## src/rtl/rswf_pkg.sv

```systemverilog
`timescale 1ns / 1ps

package rswf_pkg;

  localparam int unsigned SlotCountDef = 64;
  localparam int unsigned KeyBitsDef   = 32;
  localparam int unsigned SlotFieldW   = 16;
  localparam int unsigned KeyFieldW    = 32;
  localparam int unsigned CountW       = 32;
  localparam int unsigned ActiveW      = 7;

  typedef enum logic [1:0] {
    REQ_SET   = 2'd0,
    REQ_VOID  = 2'd1,
    REQ_INVAL = 2'd2,
    REQ_BUMP  = 2'd3
  } req_kind_e;

  typedef struct packed {
    logic [1:0]            req_type;
    logic [SlotFieldW-1:0] slot;
    logic [KeyFieldW-1:0]  key;
  } req_t;

  typedef struct packed {
    logic              elide;
    logic              slot_overflow;
    logic [CountW-1:0] tex_gen;
    logic [CountW-1:0] elided_total;
    logic [CountW-1:0] applied_total;
    logic [CountW-1:0] voided_total;
    logic [CountW-1:0] invalidation_total;
    logic [CountW-1:0] overflow_total;
    logic [ActiveW-1:0] active_slots;
    logic              touched;
  } rsp_t;

endpackage

```

## src/rtl/rswf_key_ram.sv

```systemverilog
`timescale 1ns / 1ps

module rswf_key_ram #(
  parameter int unsigned DEPTH  = rswf_pkg::SlotCountDef,
  parameter int unsigned WIDTH  = rswf_pkg::KeyBitsDef,
  parameter int unsigned ADDR_W = (DEPTH > 1) ? $clog2(DEPTH) : 1
) (
  input  logic              clk_i,
  input  logic              wr_en_i,
  input  logic [ADDR_W-1:0] wr_addr_i,
  input  logic [WIDTH-1:0]  wr_data_i,
  input  logic              rd_en_i,
  input  logic [ADDR_W-1:0] rd_addr_i,
  output logic [WIDTH-1:0]  rd_data_o
);

  logic [WIDTH-1:0] mem [DEPTH];
  logic [WIDTH-1:0] rd_data_q;

  always_ff @(posedge clk_i) begin
    if (wr_en_i) begin
      mem[wr_addr_i] <= wr_data_i;
    end
  end

  // Read-before-write: a same-cycle write is forwarded by the caller.
  always_ff @(posedge clk_i) begin
    if (rd_en_i) begin
      rd_data_q <= mem[rd_addr_i];
    end
  end

  assign rd_data_o = rd_data_q;

endmodule

```

## src/rtl/rswf_state.sv

```systemverilog
`timescale 1ns / 1ps

module rswf_state #(
  parameter int unsigned SLOT_COUNT = rswf_pkg::SlotCountDef,
  parameter int unsigned KEY_BITS   = rswf_pkg::KeyBitsDef,
  parameter int unsigned IDX_W      = (SLOT_COUNT > 1) ? $clog2(SLOT_COUNT) : 1
) (
  input  logic                 clk_i,
  input  logic                 rst_ni,
  input  logic                 fire_i,
  input  rswf_pkg::req_t       req_i,
  input  logic [KEY_BITS-1:0]  rd_key_i,
  input  logic                 elide_en_i,
  output rswf_pkg::rsp_t       rsp_o,
  output logic                 wr_en_o,
  output logic [IDX_W-1:0]     wr_idx_o,
  output logic [KEY_BITS-1:0]  wr_key_o
);

  localparam int unsigned ActCntW = $clog2(SLOT_COUNT + 1);
  localparam int unsigned CW      = rswf_pkg::CountW;

  logic [SLOT_COUNT-1:0] valid_q, valid_d;
  logic [SLOT_COUNT-1:0] used_q, used_d;
  logic [ActCntW-1:0]    active_q, active_d;
  logic [CW-1:0]         gen_q, gen_d;
  logic [CW-1:0]         elided_q, elided_d;
  logic [CW-1:0]         applied_q, applied_d;
  logic [CW-1:0]         voided_q, voided_d;
  logic [CW-1:0]         inval_q, inval_d;
  logic [CW-1:0]         over_q, over_d;

  logic [63:0]          key_ext;
  logic [KEY_BITS-1:0]  key_m;
  logic [IDX_W-1:0]     idx;
  logic                 in_range;
  logic                 is_set, is_void, is_inval, is_bump;
  logic                 hit;
  logic [31:0]          active_ext;

  always_comb begin
    key_ext  = 64'(req_i.key);
    key_m    = key_ext[KEY_BITS-1:0];
    idx      = req_i.slot[IDX_W-1:0];
    in_range = (32'(req_i.slot) < 32'(SLOT_COUNT));
    is_set   = (req_i.req_type == rswf_pkg::REQ_SET);
    is_void  = (req_i.req_type == rswf_pkg::REQ_VOID);
    is_inval = (req_i.req_type == rswf_pkg::REQ_INVAL);
    is_bump  = (req_i.req_type == rswf_pkg::REQ_BUMP);
    hit      = is_set && in_range && elide_en_i && valid_q[idx] && (rd_key_i == key_m);

    valid_d   = valid_q;
    used_d    = used_q;
    active_d  = active_q;
    gen_d     = gen_q;
    elided_d  = elided_q;
    applied_d = applied_q;
    voided_d  = voided_q;
    inval_d   = inval_q;
    over_d    = over_q;
    wr_en_o   = 1'b0;

    if ((is_set || is_void) && !in_range) begin
      over_d = over_q + 1'b1;
    end else if (is_set) begin
      if (hit) begin
        elided_d = elided_q + 1'b1;
      end else begin
        applied_d   = applied_q + 1'b1;
        valid_d[idx] = 1'b1;
        wr_en_o     = fire_i;
      end
      if (!used_q[idx]) begin
        used_d[idx] = 1'b1;
        active_d    = active_q + 1'b1;
      end
    end else if (is_void) begin
      valid_d[idx] = 1'b0;
      voided_d     = voided_q + 1'b1;
    end else if (is_inval) begin
      valid_d = '0;
      inval_d = inval_q + 1'b1;
    end else if (is_bump) begin
      gen_d = gen_q + 1'b1;
    end

    active_ext = 32'(active_d);

    rsp_o.elide              = hit;
    rsp_o.slot_overflow      = (is_set || is_void) && !in_range;
    rsp_o.tex_gen            = gen_d;
    rsp_o.elided_total       = elided_d;
    rsp_o.applied_total      = applied_d;
    rsp_o.voided_total       = voided_d;
    rsp_o.invalidation_total = inval_d;
    rsp_o.overflow_total     = over_d;
    rsp_o.active_slots       = active_ext[rswf_pkg::ActiveW-1:0];
    // Every result follows at least one request, so touched always reads set.
    rsp_o.touched            = 1'b1;
  end

  assign wr_idx_o = idx;
  assign wr_key_o = key_m;

  always_ff @(posedge clk_i or negedge rst_ni) begin
    if (!rst_ni) begin
      valid_q   <= '0;
      used_q    <= '0;
      active_q  <= '0;
      gen_q     <= '0;
      elided_q  <= '0;
      applied_q <= '0;
      voided_q  <= '0;
      inval_q   <= '0;
      over_q    <= '0;
    end else if (fire_i) begin
      valid_q   <= valid_d;
      used_q    <= used_d;
      active_q  <= active_d;
      gen_q     <= gen_d;
      elided_q  <= elided_d;
      applied_q <= applied_d;
      voided_q  <= voided_d;
      inval_q   <= inval_d;
      over_q    <= over_d;
    end
  end

endmodule

```

## src/rtl/redundant_state_write_filter.sv

```systemverilog
`timescale 1ns / 1ps

// Redundant state-write filter.
// Requests enter on the req channel (req_valid_i / req_ready_o, payload req_i)
// and one result per request leaves on the rsp channel (rsp_valid_o /
// rsp_ready_i, payload rsp_o). A transaction is accepted at a rising edge with
// valid and ready both high.
// A request accepted into the request register moves to the result register
// on advance, which waits while a held result has not been taken.
// Throughput: one transaction per cycle while the receiver takes results.
// The request register reads the key memory on accept; one compare-and-update
// of a slot then runs between the request register and the result register.
// When the receiver stalls, hold the result register; the request register
// keeps taking one more transaction, then ready drops until the result moves.
// Reset clears all valid and used bits, all counters and the generation, and
// sets elide_enable; every result reports touched set. The key memory is not
// cleared: an entry is only compared while its valid bit is set, which a
// write sets. elide_enable is written by cfg_we_i / cfg_wdata_i; the user
// must write it only while idle, which the block does not enforce.
module redundant_state_write_filter #(
  parameter int unsigned SLOT_COUNT = rswf_pkg::SlotCountDef,
  parameter int unsigned KEY_BITS   = rswf_pkg::KeyBitsDef
) (
  input  logic           clk_i,
  input  logic           rst_ni,
  input  logic           cfg_we_i,
  input  logic           cfg_wdata_i,
  input  logic           req_valid_i,
  output logic           req_ready_o,
  input  rswf_pkg::req_t req_i,
  output logic           rsp_valid_o,
  input  logic           rsp_ready_i,
  output rswf_pkg::rsp_t rsp_o
);

  localparam int unsigned IdxW = (SLOT_COUNT > 1) ? $clog2(SLOT_COUNT) : 1;

  logic                elide_en_q;
  logic                s1_valid_q;
  rswf_pkg::req_t      s1_q;
  logic                fwd_hit_q;
  logic [KEY_BITS-1:0] fwd_key_q;
  logic                out_valid_q;
  rswf_pkg::rsp_t      out_q;

  logic                accept;
  logic                advance;
  logic [KEY_BITS-1:0] ram_rd;
  logic [KEY_BITS-1:0] cur_key;
  logic                wr_en;
  logic [IdxW-1:0]     wr_idx;
  logic [KEY_BITS-1:0] wr_key;
  rswf_pkg::rsp_t      rsp_d;

  // Advance the request stage when the result register is free or draining.
  assign advance     = s1_valid_q && (!out_valid_q || rsp_ready_i);
  assign req_ready_o = !s1_valid_q || advance;
  assign accept      = req_valid_i && req_ready_o;

  always_ff @(posedge clk_i or negedge rst_ni) begin
    if (!rst_ni) begin
      elide_en_q <= 1'b1;
    end else if (cfg_we_i) begin
      elide_en_q <= cfg_wdata_i;
    end
  end

  rswf_key_ram #(
    .DEPTH  (SLOT_COUNT),
    .WIDTH  (KEY_BITS),
    .ADDR_W (IdxW)
  ) u_key_ram (
    .clk_i     (clk_i),
    .wr_en_i   (wr_en),
    .wr_addr_i (wr_idx),
    .wr_data_i (wr_key),
    .rd_en_i   (accept),
    .rd_addr_i (req_i.slot[IdxW-1:0]),
    .rd_data_o (ram_rd)
  );

  // The memory returns pre-write data when the item ahead writes the same
  // slot at the accept edge; capture that key instead.
  always_ff @(posedge clk_i or negedge rst_ni) begin
    if (!rst_ni) begin
      s1_valid_q <= 1'b0;
      fwd_hit_q  <= 1'b0;
    end else begin
      if (accept) begin
        s1_valid_q <= 1'b1;
        fwd_hit_q  <= wr_en && (wr_idx == req_i.slot[IdxW-1:0]);
      end else if (advance) begin
        s1_valid_q <= 1'b0;
      end
    end
  end

  always_ff @(posedge clk_i) begin
    if (accept) begin
      s1_q      <= req_i;
      fwd_key_q <= wr_key;
    end
  end

  assign cur_key = fwd_hit_q ? fwd_key_q : ram_rd;

  rswf_state #(
    .SLOT_COUNT (SLOT_COUNT),
    .KEY_BITS   (KEY_BITS),
    .IDX_W      (IdxW)
  ) u_state (
    .clk_i      (clk_i),
    .rst_ni     (rst_ni),
    .fire_i     (advance),
    .req_i      (s1_q),
    .rd_key_i   (cur_key),
    .elide_en_i (elide_en_q),
    .rsp_o      (rsp_d),
    .wr_en_o    (wr_en),
    .wr_idx_o   (wr_idx),
    .wr_key_o   (wr_key)
  );

  // Result register: load on advance, drop valid once taken.
  always_ff @(posedge clk_i or negedge rst_ni) begin
    if (!rst_ni) begin
      out_valid_q <= 1'b0;
    end else if (advance) begin
      out_valid_q <= 1'b1;
    end else if (rsp_ready_i) begin
      out_valid_q <= 1'b0;
    end
  end

  always_ff @(posedge clk_i) begin
    if (advance) begin
      out_q <= rsp_d;
    end
  end

  assign rsp_valid_o = out_valid_q;
  assign rsp_o       = out_q;

endmodule
```

## config.mk

```make
export PLATFORM = sky130hd
export DESIGN_NAME = redundant_state_write_filter
export DESIGN_NICKNAME = d
export VERILOG_FILES = /design/src/rtl/rswf_pkg.sv /design/src/rtl/rswf_key_ram.sv /design/src/rtl/rswf_state.sv /design/src/rtl/redundant_state_write_filter.sv
export SDC_FILE = /design/constraint.sdc
export NUM_CORES = 2
export LEC_CHECK = 0
export BUFFER_PORTS_ARGS = -buffer_cell sky130_fd_sc_hd__buf_4
export CORE_MARGIN = 3
export CORE_UTILIZATION = 25
export DETAILED_ROUTE_END_ITERATION = 16
export PLACE_DENSITY = 0.47
export SLEW_MARGIN = 0
export SYNTH_ARGS = -nofsm -noshare
export SYNTH_HDL_FRONTEND = slang
export SYNTH_SLANG_ARGS = --single-unit
```

## constraint.sdc

```tcl
create_clock -name clk_i -period 23.6 [get_ports clk_i]
set_input_delay 7.08 -clock clk_i [delete_from_list [all_inputs] [get_ports clk_i]]
set_output_delay 7.08 -clock clk_i [all_outputs]
set_load 0.01 [all_outputs]
```

==> impl_metrics.yaml <==
die:
  start_util: 0.2520
  num_rows: 238
  ios: 260
  die-area_um2: 432900
  core_area_um2: 421700
  fp.dieH_um: 658.0
  die_w_um: 658.0
synthesis:
  syn_inst: 5321
  synth_ff_type: "edfxtp_1"
  yosysWarnings: 0
  synth_top_family_by_area: "multiplexers"
  syn_area_um2: 106300
  yosys.cell_types.count: 61
  syn_area_per_cell_um2: 19.97
  synthMuxAreaShare: 0.1540
  yosys.area_share.simple: 0.03815
  syn-num-nets: 5388
  synth-compound-area-share: 0.01368
  async_reset_ff_frac: 0.1229
  ys_seq_area_frac: 0.7457
  synth_edf_count: 2363
  synthAdderAreaFrac: 0.001295
  synth_seq_cells: 2694
  synthXorXnorAreaFrac: 0.03379
final_layout:
  final_cell_mix: "edfxtp_1 (2363), mux4_2 (691), buf_4 (398)"
  synthToLayoutAreaGrowth_pct: 18.52
  design_area_um2: 125900
  fill_cells: 41179
  drive_gt1_frac: 0.2768
  final_common_cell: "edfxtp_1"
  fin_nets: 5832
placed_design:
  place_congestion: 0.7749
  portBuffers: 258
  hpwl_mm: 165.9
  dpl_worst_slack_ps: 8929
  post_dp_cell_area_um2: 116000
critical_path:
  cp_slowest_cell: "nand3b_1"
  required_ps: 16520
  cp_data_arrival_time_ps: 7590
  crit_path_end_kind: "primary output"
  path_max_fanout: 3
  startpoint: "rsp_ready_i"
  path_class: "input port to primary output"
  reg2reg_to: "u_key_ram.mem[52][11]"
  r2r-start: "s1_q[33]"
  path_cells: "buf_4, nand3b_1, buf_4"
  rrSetupSlack_ps: 17510
  start_kind: "input port"
  worstRegToRegCells: 11
  crit_path_frequent_cell: "buf_4"
  cp_slowest_stage_delay_ps: 200
  crit_end: "req_ready_o"
drt:
  via_count: 53432
  wl_per_cell_um: 27.02
  ant_nets: 0
  viasPerCell: 4.583
  firstDrtPassIters: 6
  route.detailed.drc: 0
  drt_iter0_drc: 5404
  wirelength_mm: 315.0
clocking:
  clk_path_buf_depth: 4
  clock_latency_ps: 910
  post_cts_resized: 0
  tritoncts: "yes"
  cts_buffers: 305
  cts_setup_buffers: 0
  clockRootBuffer: "clkbuf_16"
  cts_hold_buffers: 0
  clock_sinks: 2694
  clk_pin_slew_ps: 60
  cts_max_level: 5
power_and_ir_drop:
  seq_power_share: 0.501
  power_density_nw_per_um2: 84.08
  p_int_mw: 8.253
  leakage_nw: 41.33
  fin_total_pwr_mw: 10.59
  pwr-share-clk: 0.448
  pwr-share-comb: 0.051
  p_sw_frac: 0.2207
  peakVddDrop_mv: 0.06084
  p_switching_mw: 2.337
global_route:
  grt_remaining_overflow: 0
  antenna_found_initial: 15
  grt_pass1_vias: 54885
  grt_use_total: 0.1429
  grt_max_degree: 127
  grt_pass1_wl_mm: 440.9
sta:
  grt_setup_unrepaired: "false"
  post-route-period-util: 0.6215
  finalHoldViolations: 0
  relSlewSlack: 0.2299
  tns_ps: 0
  period_needed_ps: 14670
  timing.fmax_mhz: 68.18
  worst_slack_ps: 8934
  clock-skew-final_ps: 64.35
  setup_viol: 0
  worst_pin_slew_ps: 1155
  drv_slew: 0
worst_hold_path:
  hold-path-cell-count: 1
  holdCritPathClass: "register to register"
run:
  max_cap_violations: 0
status:
  status: "finished, final reports clean"
cell usage after synthesis (68+ instances only):
master / count / share of area
nand2_1: 277 / 0.0098
nand3_1: 106 / 0.0050
edfxtp_1: 2363 / 0.67
xnor2_1: 235 / 0.019
xor2_1: 175 / 0.014
dfrtp_1: 330 / 0.078
inv_1: 85 / 0.0030
nor2_1: 212 / 0.0075
a21oi_1: 68 / 0.0032
mux4_2: 691 / 0.15
buf_1: 84 / 0.0030
clkbuf_1: 148 / 0.0052
registers in the layout, indices dropped and copies added (netlist names):
signal,cells
u_key_ram.mem,2048
u_state.inval_q,32
fwd_hit_q,1
s1_q,50
u_state.applied_q,32
u_state.voided_q,32
s1_valid_q,1
u_state.gen_q,32
u_key_ram.rd_data_o,32
u_state.over_q,32
rsp_valid_o,1
rsp_o,201
u_state.elided_q,32
fwd_key_q,32
u_state.active_q,7
u_state.used_q,64
elide_en_q,1
u_state.valid_q,64
worst min-delay path by stage:
| stage | start | end |
|---|---|---|
| final | u_state.used_q[8] | u_state.used_q[8] |
| after floorplan | u_state.used_q[40] | u_state.used_q[40] |
| after global routing | u_state.used_q[24] | u_state.used_q[24] |
| after detailed placement | u_state.used_q[40] | u_state.used_q[40] |
| after global placement | u_state.used_q[40] | u_state.used_q[40] |
| after CTS | u_state.used_q[40] | u_state.used_q[40] |
metrics by stage:
stage                       util  hold slack (ps)  instances
after floorplan                -            435.1       5321
after global placement    0.2750            451.1      11098
after detailed placement  0.2750            454.2      11098
after CTS                 0.2987            471.4      11655
after global routing      0.2987            489.4      11656
final                     0.2987            471.2      11658
worst max-delay path, delay by kind of cell:
family | cells | cell delay, ps
buffers and inverters | 2 | 300
AND/OR/NAND/NOR | 1 | 200
power by group through the flow:
stage	clock network (mW)	logic, mW	registers (mW)
4_1_cts	4.86	0.556	5.31
3_3_place_gp	0	0.548	5.40
3_5_place_dp	0	0.555	5.40
5_1_grt	5.07	0.582	5.31
6_report	4.74	0.541	5.31
2_1_floorplan	0	0.275	5.44
layout make-up:
cell class / count / area, um2 / share of cell area
Clock inverter: 171 / 1824 / 0.01448
Multi-Input combinational cell: 2269 / 26150 / 0.2077
Inverter: 86 / 337.8 / 0.002682
Tap cell: 5640 / 7057 / 0.05603
Timing Repair Buffer: 409 / 3182 / 0.02526
Sequential cell: 2694 / 79240 / 0.6292
Clock buffer: 386 / 8143 / 0.06465
Antenna cell: 3 / 7.507 / 0.00005961
per-layer routing:
layer,GRT usage,share of wire,vias to the layer above
li1,-,-,22277
met1,0.1938,0.43,29072
met2,0.2362,0.48,1690
met3,0.02431,0.058,393
met4,0.03851,0.027,0
met5,0,0,-
kinds of logic after synthesis:
group / Yosys count
mux: 768
simple gates: 849
buf+inv: 358
xor+xnor: 410
fa+ha+maj: 11
flops: 2694
compound gates: 230
other cells: 1
Note: power is estimated with default switching activity, not from simulation.
